**config.mk**
```make
export PLATFORM = sky130hd
export DESIGN_NAME = double_to_int32_safety_check_flat
export DESIGN_NICKNAME = d
export VERILOG_FILES = /design/src/hw/rtl/d2i_pkg.sv /design/src/hw/rtl/d2i_req_if.sv /design/src/hw/rtl/d2i_rsp_if.sv /design/src/hw/rtl/double_to_int32_safety_check.sv /design/src/flat_wrapper.sv
export VERILOG_INCLUDE_DIRS = /design/src /design/src/hw/rtl
export SDC_FILE = /design/constraint.sdc
export NUM_CORES = 1
export LEC_CHECK = 0
export BUFFER_PORTS_ARGS = -buffer_cell sky130_fd_sc_hd__buf_2
export CAP_MARGIN = 15
export CELL_PAD_IN_SITES_DETAIL_PLACEMENT = 1
export CELL_PAD_IN_SITES_GLOBAL_PLACEMENT = 1
export CORE_MARGIN = 8
export CORE_UTILIZATION = 35
export DETAILED_ROUTE_END_ITERATION = 7
export GPL_TIMING_DRIVEN = 0
export PLACE_DENSITY = 0.63
export SYNTH_ARGS = -nofsm -noshare
export SYNTH_HDL_FRONTEND = slang
export SYNTH_SLANG_ARGS = --single-unit
export TNS_END_PERCENT = 30
```
**constraint.sdc**
```tcl
create_clock -name clock -period 6.5 [get_ports clock]
set_input_delay 0.325 -clock clock [delete_from_list [all_inputs] [get_ports clock]]
set_output_delay 0.325 -clock clock [all_outputs]
set_load 0.01 [all_outputs]
```
**src/hw/rtl/double_to_int32_safety_check_macros.svh**
```systemverilog
// Assertion macros for the binary64 to int32 checker.
// Included by the top level; no other dependencies.
`ifndef DOUBLE_TO_INT32_SAFETY_CHECK_MACROS_SVH
`define DOUBLE_TO_INT32_SAFETY_CHECK_MACROS_SVH
`ifndef NO_ASSERTIONS
`define D2I_ASSERT_IMPL(label, clk, rst, prop) \
   label: assert property (@(posedge clk) disable iff (rst) prop) else $error("assertion failed");
`define D2I_ASSERT_NEXT(label, clk, rst, a, b) \
   label: assert property (@(posedge clk) disable iff (rst) (a) |=> (b)) else $error("check");
`else
`define D2I_ASSERT_IMPL(label, clk, rst, prop)
`define D2I_ASSERT_NEXT(label, clk, rst, a, b)
`endif
`endif

```
**src/hw/rtl/d2i_pkg.sv**
```systemverilog
// Package for the binary64 to int32 checker: class codes and the not-available value code.
// No dependencies.
`default_nettype none
package d2i_pkg;
   localparam logic [1:0] CLS_UNSAFE  = 2'd0;
   localparam logic [1:0] CLS_EXACT   = 2'd1;
   localparam logic [1:0] CLS_MISSING = 2'd2;
   localparam logic [31:0] NA_CODE    = 32'h8000_0000;
endpackage
`default_nettype wire

```
**src/hw/rtl/d2i_req_if.sv**
```systemverilog
// Valid/ready channel interface for request words.
// No dependencies.
`default_nettype none
interface d2i_req_if;
   logic        valid;
   logic        ready;
   logic [63:0] value_bits;
   logic        last_item;
   modport source (output valid, value_bits, last_item, input ready);
   modport sink   (input valid, value_bits, last_item, output ready);
endinterface
`default_nettype wire

```
**src/hw/rtl/d2i_rsp_if.sv**
```systemverilog
// Response channel interface.
// No dependencies.
`default_nettype none
interface d2i_rsp_if;
   logic        valid;
   logic        ready;
   logic signed [31:0] converted_value;
   logic [1:0]  element_class;
   logic [1:0]  verdict;
   logic        verdict_final;
   modport source (output valid, converted_value, element_class, verdict, verdict_final,
                   input ready);
   modport sink   (input valid, converted_value, element_class, verdict, verdict_final,
                   output ready);
endinterface
`default_nettype wire

```
**src/hw/rtl/double_to_int32_safety_check.sv**
```systemverilog
// Binary64 to int32 exactness checker: one word per cycle at full rate. A word
// accepted into the input register is decoded between the input register and
// the result register, which drives the response channel; a held result
// stalls the input only once both registers are occupied. The verdict is sticky
// per vector and returns to "all exact" after the word marked last.
// Depends on d2i_pkg, the channel interfaces and the macros header.
`default_nettype none
`include "double_to_int32_safety_check_macros.svh"
module double_to_int32_safety_check
   import d2i_pkg::*;
(
   input wire logic clock,
   input wire logic reset,
   d2i_req_if.sink   req,
   d2i_rsp_if.source rsp
);
   logic        in_vld_ff;
   logic [63:0] in_bits_ff;
   logic        in_last_ff;
   logic        out_vld_ff;
   logic [31:0] out_val_ff;
   logic [1:0]  out_cls_ff;
   logic [1:0]  out_ver_ff;
   logic        out_fin_ff;
   logic [1:0]  verdict_ff;
   logic [1:0]  verdict_in;
   logic        adv;
   logic        out_free;
   logic [10:0] expo;
   logic [51:0] frac;
   logic [52:0] mant;
   logic [5:0]  shift;
   logic [52:0] low_mask;
   logic [52:0] mag;
   logic [1:0]  cls;
   logic [31:0] val;
   logic [10:0] e_rel;

   // stage 1 moves on when the result register is empty or being taken
   assign out_free  = !out_vld_ff || rsp.ready;
   assign adv       = in_vld_ff && out_free;
   assign req.ready = !in_vld_ff || out_free;

   // decode
   always_comb begin
      expo     = in_bits_ff[62:52];
      frac     = in_bits_ff[51:0];
      mant     = {1'b1, frac};
      e_rel    = expo - 11'd1023;
      shift    = 6'd52 - e_rel[5:0];
      low_mask = (53'd1 << shift) - 53'd1;
      mag      = mant >> shift;
      cls      = CLS_UNSAFE;
      val      = NA_CODE;
      if (expo == 11'h7FF) begin
         cls = (frac != 52'd0) ? CLS_MISSING : CLS_UNSAFE;
      end else if (expo == 11'd0) begin
         if (frac == 52'd0) begin
            cls = CLS_EXACT;
            val = 32'd0;
         end
      end else if (expo >= 11'd1023 && expo < 11'd1054) begin
         if ((mant & low_mask) == 53'd0) begin
            cls = CLS_EXACT;
            val = in_bits_ff[63] ? 32'd0 - mag[31:0] : mag[31:0];
         end
      end
   end

   // sticky verdict
   always_comb begin
      verdict_in = verdict_ff;
      if (cls == CLS_UNSAFE) begin
         verdict_in = 2'd0;
      end else if (cls == CLS_MISSING && verdict_ff != 2'd0) begin
         verdict_in = 2'd2;
      end
   end

   always_ff @(posedge clock) begin
      if (reset) begin
         in_vld_ff  <= 1'b0;
         out_vld_ff <= 1'b0;
         verdict_ff <= 2'd1;
      end else begin
         if (req.valid && req.ready) begin
            in_vld_ff <= 1'b1;
         end else if (adv) begin
            in_vld_ff <= 1'b0;
         end
         if (adv) begin
            out_vld_ff <= 1'b1;
            verdict_ff <= in_last_ff ? 2'd1 : verdict_in;
         end else if (rsp.ready) begin
            out_vld_ff <= 1'b0;
         end
      end
   end

   // payload
   always_ff @(posedge clock) begin
      if (req.valid && req.ready) begin
         in_bits_ff <= req.value_bits;
         in_last_ff <= req.last_item;
      end
      if (adv) begin
         out_val_ff <= val;
         out_cls_ff <= cls;
         out_ver_ff <= verdict_in;
         out_fin_ff <= in_last_ff;
      end
   end

   assign rsp.valid           = out_vld_ff;
   assign rsp.converted_value = out_val_ff;
   assign rsp.element_class   = out_cls_ff;
   assign rsp.verdict         = out_ver_ff;
   assign rsp.verdict_final   = out_fin_ff;

   `D2I_ASSERT_NEXT(a_stall_hold, clock, reset, out_vld_ff && !rsp.ready, out_vld_ff)
   `D2I_ASSERT_NEXT(a_last_clear, clock, reset, adv && in_last_ff, verdict_ff == 2'd1)
   `D2I_ASSERT_NEXT(a_unsafe_zero, clock, reset, adv && cls == CLS_UNSAFE, out_ver_ff == 2'd0)
endmodule
`default_nettype wire
```
**src/flat_wrapper.sv**
```systemverilog
// flat-port wrapper written by rule: the top's interface ports become plain ports
module double_to_int32_safety_check_flat import d2i_pkg::*;
  (clock, reset, req_valid, req_value_bits, req_last_item, req_ready, rsp_valid, rsp_converted_value, rsp_element_class, rsp_verdict, rsp_verdict_final, rsp_ready);
  d2i_req_if req_i ();
  d2i_rsp_if rsp_i ();
  input wire logic clock;
  input wire logic reset;
  input wire logic [$bits(req_i.valid)-1:0] req_valid;
  input wire logic [$bits(req_i.value_bits)-1:0] req_value_bits;
  input wire logic [$bits(req_i.last_item)-1:0] req_last_item;
  output wire logic [$bits(req_i.ready)-1:0] req_ready;
  output wire logic [$bits(rsp_i.valid)-1:0] rsp_valid;
  output wire logic [$bits(rsp_i.converted_value)-1:0] rsp_converted_value;
  output wire logic [$bits(rsp_i.element_class)-1:0] rsp_element_class;
  output wire logic [$bits(rsp_i.verdict)-1:0] rsp_verdict;
  output wire logic [$bits(rsp_i.verdict_final)-1:0] rsp_verdict_final;
  input wire logic [$bits(rsp_i.ready)-1:0] rsp_ready;
  assign req_i.valid = req_valid;
  assign req_i.value_bits = req_value_bits;
  assign req_i.last_item = req_last_item;
  assign req_ready = req_i.ready;
  assign rsp_valid = rsp_i.valid;
  assign rsp_converted_value = rsp_i.converted_value;
  assign rsp_element_class = rsp_i.element_class;
  assign rsp_verdict = rsp_i.verdict;
  assign rsp_verdict_final = rsp_i.verdict_final;
  assign rsp_i.ready = rsp_ready;
  double_to_int32_safety_check u_core (.clock(clock), .reset(reset), .req(req_i), .rsp(rsp_i));
endmodule
```
# ---- After elaboration in Yosys (flattened, before gate mapping)
# Cells that the tools add are included.
dict set report word_totals {
  reg_bits 106
  in_bits 69
  out_inout_bits 39
  wordCells 54
}
dict set report op_classes {
  add_sub_neg 4
  n_lt_le_gt_ge 2
  eq_ne 2
  shifts 2
  n_mux 18
  bitwise 1
  n_reduce_logical 16
}
# operator count
set op_table {}
lappend op_table {{two-way mux 32 bit} 5}
lappend op_table {{bitwise AND 53 bit} 1}
lappend op_table {{zero test 53 bit} 1}
lappend op_table {{left shift 1 x 6 -> 53 bit, first input constant} 1}
lappend op_table {{>> shifter 53 x 6 -> 32 bit} 1}
lappend op_table {{subtractor 53 x 1 -> 53 bit, second input constant} 1}
lappend op_table {{zero test 52 bit} 1}
lappend op_table {{nonzero test 52 bit} 1}
lappend op_table {{subtractor 1 x 32 -> 32 bit, first input constant} 1}
lappend op_table {{two-way mux 2 bit} 7}
lappend op_table {{== test 11 bit, second input constant} 1}
lappend op_table {{greater-or-equal comparator 11 x 10 -> 1 bit, second input constant} 1}
lappend op_table {{zero test 11 bit} 1}
lappend op_table {{less-than comparator 11 bit, second input constant} 1}
lappend op_table {{two-way mux 1 bit} 6}
lappend op_table {{nonzero test 2 bit} 3}
lappend op_table {{subtractor 6 bit, first input constant} 1}
lappend op_table {{subtractor 6 bit, second input constant} 1}
lappend op_table {{logical AND 1 bit} 4}
lappend op_table {{== test 2 bit, second input constant} 1}
lappend op_table {{zero test 1 bit} 2}
lappend op_table {{zero test 2 bit} 1}
lappend op_table {{logical OR 1 bit} 2}

# ---- Depth between registers and ports, before layout
dict set report logic_depth {
  word_depth 15
  depth_mapped 24
  depth_no_buf 16
}

# ---- Least setup slack after synthesis
# OpenSTA, ideal clock, no wires.
dict set report synth_path {
  path_kind {register -> register}
  start {register u_core.in_bits_ff[54]}
  end {register u_core.out_val_ff[11] (netlist: u_core.rsp.converted_value[11]), data pin}
  setup_ns 0.140
  arrival_ns 4.960
  required_ns 6.360
  setup_slack_ns 1.400
  stages_incl_launch_ff 25
  path_buffers 9
  synth_period_minus_slack_ns 5.100
  path_cell_list {edfxtp_1 -> buf_6 -> buf_6 -> clkinv_1 -> buf_4 -> clkbuf_1 -> ha_1 -> buf_6 -> buf_6 -> or2_2 -> clkbuf_1 -> nor2_1 -> nand2_1 -> ha_1 -> inv_1 -> a222oi_1 -> o21ai_0 -> a211oi_1 -> nand4_1 -> nor4_1 -> nand4_1 -> or4_1 -> buf_2 -> clkbuf_1 -> nor2_1}
}
dict set report synth_between {
  elab_chain_cells 9
  word_cells_on_any_way 17
  classes_between {add/sub (4); order compare (2); eq/ne (1); shift (2); mux (4); bitwise (1); reduce/logical (3)}
}
# element line_no
set synth_rtl {}
lappend synth_rtl {{start: declaration} double_to_int32_safety_check.sv:18} ;# logic [63:0] in_bits_ff;
lappend synth_rtl {{start signal: assignment} double_to_int32_safety_check.sv:103} ;# in_bits_ff <= req.value_bits;
lappend synth_rtl {{branches (longest 9 deep; another with subtractor 1 x 32 -> 32 bit)} n/a}
lappend synth_rtl {{end signal: assignment} double_to_int32_safety_check.sv:107} ;# out_val_ff <= val;
lappend synth_rtl {{end: declaration} double_to_int32_safety_check.sv:21} ;# logic [31:0] out_val_ff;
# Parallel ways; which one is timed is not known.
# A chain may end at the register's enable or synchronous reset.

# ---- Worst setup path after layout
dict set report layout_path {
  start {register u_core.in_bits_ff[54]}
  end {register u_core.out_val_ff[26] (netlist: u_core.rsp.converted_value[26]), data pin}
}
# The elaborated chain is that of the path after synthesis.

==> results.ini <==
[status]
status=completed

[worst_setup_path]
critPathMaxFanout=19
r2r_cells=19
worstPathCellList=buf_6 > buf_6 > clkinv_2 > buf_6 > ha_2 > buf_6 > buf_6 > clkinv_1 > buf_2 > buf_2 > clkbuf_2 > o21ai_0 > o21ai_1 > nor4_1 > nand2_1 > buf_2 > o31ai_1 > xor2_1 > nor2_1
cpMaxStageDelayCell=o21ai_0
worstSetupPathType=flip-flop to flip-flop
crit_path_start_kind=flip-flop
slowest_delay_ps=690
worstPathRequired_ps=6620
path_common_cell=buf_6
arrival_ps=6400
critPathCaptureType=flip-flop

[finish]
area_growth_pct=14.25
fillers=3415
seqCellArea_sq_um=3143
drive_gt1_frac=0.2590
multi_input_area_sq_um=6678
fin_nets=1269
stdcell_area_sq_um=11890

[global_routing]
grt_max_degree=62
antenna_found_initial=0
grt_pass1_wl_microns=82080
grt-ovfl-total=0
grt_pass1_vias=10815
grtUsageTotal=0.3180

[synth]
ys_types=94
synth-edff-count=102
synthCells=1077
synth_top_area_share=0.2944
synth_common_cells=118 x nand2_1, 102 x edfxtp_1, 82 x nor2_1, 62 x mux4_2, 59 x mux2i_1
ys_warn_count=0
synth_area_sq_um=10400
synth_area_leaders=edfxtp_1 29%, mux4_2 13%, mux2i_1 5.7%, nand2_1 4.3%, nor2_1 3.0%
synth.most_common_cell=nand2_1
ys_seq_area_frac=0.3021
synth-main-ff-cell=edfxtp_1
async_flop_share=0
yosysTopAreaCell=edfxtp_1
ys_ff_latch=106
synthesis.nets=1150
syn_avg_cell_area_sq_um=9.660

[timing]
rsz0062_at_grt=no
finalMaxSlewViolations=0
slew_headroom=0.2355
worst_pin_slew_ps=1143
skew_ps=24.06
layout_min_cycle_time_ps=6282
fmaxAchievable_mhz=159.2
finalSetupTns_ps=0
post-route-period-util=0.9665
setup_viol=0
hold_viol=0

[floorplanning]
pin_count=108
start_util=0.3529
die-area_sq_um=35500
rows=63
core_sq_um=29480
chipWidth_microns=188.4
fp.dieH_microns=188.4

[detailed_routing]
wl_per_cell_microns=36.00
drc=0
final_antenna_net_count=0
vias_per_cell=6.866
drt_wl_total_microns=57310
drtPass1Iterations=8
dr_total_vias=10930
drt_iter0_markers=1301

[clocking]
cts_tree=built
clk_pin_slew_worst_paths_ps=100
ctsHoldBuffers=0
numCtsBuffers=9
cts_buffer_depth=2
cts_root_buf=clkbuf_16
htree_num_levels=3
clk_latency_ps=390
clock_sinks=106

[power]
vdd_drop_max_mv=0.1192
total_power_mw=2.520
cellPowerDensity_nw_per_um2=212.0
p_leak_nw=4.275

[placed_design]
numPortBuffers=107
place_hpwl_microns=43650
post_dp_cell_area_sq_um=11500
globalplace.congestion=0.9993

[min_path]
min_path_cells=1
hold_class=input pin to flip-flop

[flow_run]
cap_viol_max_count=0

==> logic make-up (layout without fill, tap and decap cells) <==
family | Yosys count | count (layout) | share of synthesized area
simple gates | 391 | 391 | 0.1868
compound gates | 267 | 267 | 0.1873
mux | 141 | 141 | 0.2188
buf+inv | 125 | 249 | 0.06254
flops | 106 | 106 | 0.3021
xor+xnor | 42 | 42 | 0.03680
fa+ha+maj | 5 | 5 | 0.005773
other cells | 0 | 1 | 0
==> area by class of cell <==
| cell class | count | area share |
|---|---|---|
| sequential | 106 | 0.2644 |
| antenna | 1 | 0.0002105 |
| clock inverter | 6 | 0.008316 |
| tap | 390 | 0.04105 |
| clock buffer | 10 | 0.01926 |
| timing repair buffer | 112 | 0.05074 |
| inverter | 14 | 0.004526 |
| multi-input combinational | 846 | 0.5618 |
| buffer | 107 | 0.04968 |
==> layout by cell type, fill, tap and decap left out, types with 10 or more instances in the layout <==
master	n
nor2_1	80
and2_1	14
nor3_1	23
o31ai_1	14
nand4_1	27
clkbuf_1	35
mux4_2	62
nor2b_1	13
xnor2_1	21
buf_2	155
edfxtp_1	102
buf_4	14
mux2i_1	59
a21oi_1	37
nand2_1	118
inv_1	10
o22ai_1	17
nand3_1	40
mux2_2	15
nand2b_1	13
o21ai_0	45
xor2_1	18
a22oi_1	15
nor4_1	17
buf_6	11
==> sequential cells by signal, summed over array words and instances (netlist names) <==
register	count
u_core.rsp.converted_value	32
u_core.rsp.verdict	2
u_core.in_last_ff	1
u_core.rsp.element_class	2
u_core.in_bits_ff	64
u_core.rsp.verdict_final	1
u_core.in_vld_ff	1
u_core.rsp.valid	1
u_core.verdict_ff	2
==> timing repair <==
| action | 4_1_cts | 5_1_grt |
|---|---|---|
| buffers inserted | 1 | 0 |
| setup endpoints to repair | 37 | 36 |
| endpoints found under the hold margin | 0 | 0 |
| pin swaps | 1 | 1 |
| cloned | 0 | 0 |
| gates resized for setup | 14 | 6 |
==> metrics by stage <==
| step | setup slack (ps) | utilization | hold WS [ps] | cells |
|---|---|---|---|---|
| 2_1_floorplan | 1400 | - | 397.4 | 1077 |
| 3_3_place_gp | -1715 | 0.3876 | 496.5 | 1574 |
| 3_5_place_dp | -1603 | 0.3900 | 503.7 | 1578 |
| 4_1_cts | 6.704 | 0.4024 | 100.1 | 1592 |
| 5_1_grt | 71.21 | 0.4031 | 105.2 | 1591 |
| 6_report | 217.7 | 0.4032 | 104.5 | 1592 |
==> layer usage <==
metal  global-route usage  share of wire  vias up  wire length [microns]
met5                    0              0        -                      0
met4               0.1575          0.055        0                   3171
met3              0.08207           0.11      179                   6067
met2               0.4850           0.44      757                  25230
met1               0.4132           0.40     5504                  22850
li1                     -              -     4490                      -
==> critical path: cells and delay by family (launching register included) <==
kind,cells,cell delay (ps)
and+or+nand+nor,3,810
AOI/OAI and AO/OA,3,1260
buffers and inverters,11,2960
DFF,1,380
adders and majority gates,1,350
xor gates and xnor gates,1,180
==> worst paths after layout <==
path	from	endpoint	slack [ps]
min	req_value_bits[0]	u_core.in_bits_ff[0]$_DFFE_PP_	100
max reg2reg	u_core.in_bits_ff[54]$_DFFE_PP_	u_core.rsp.converted_value[26]$_SDFFCE_PP0P_	220
max	u_core.in_bits_ff[54]$_DFFE_PP_	u_core.rsp.converted_value[26]$_SDFFCE_PP0P_	220
min reg2reg	u_core.in_vld_ff$_SDFFE_PP0P_	u_core.rsp.valid$_SDFFE_PP0P_	530
==> power by group <==
part | switching [mW] | internal [mW] | total, mW
Sequential | 0.0501 | 0.788 | 0.838
Clock | 0.288 | 0.345 | 0.633
Combinational | 0.689 | 0.360 | 1.05
No activity file was read; power rests on OpenSTA's default activity.
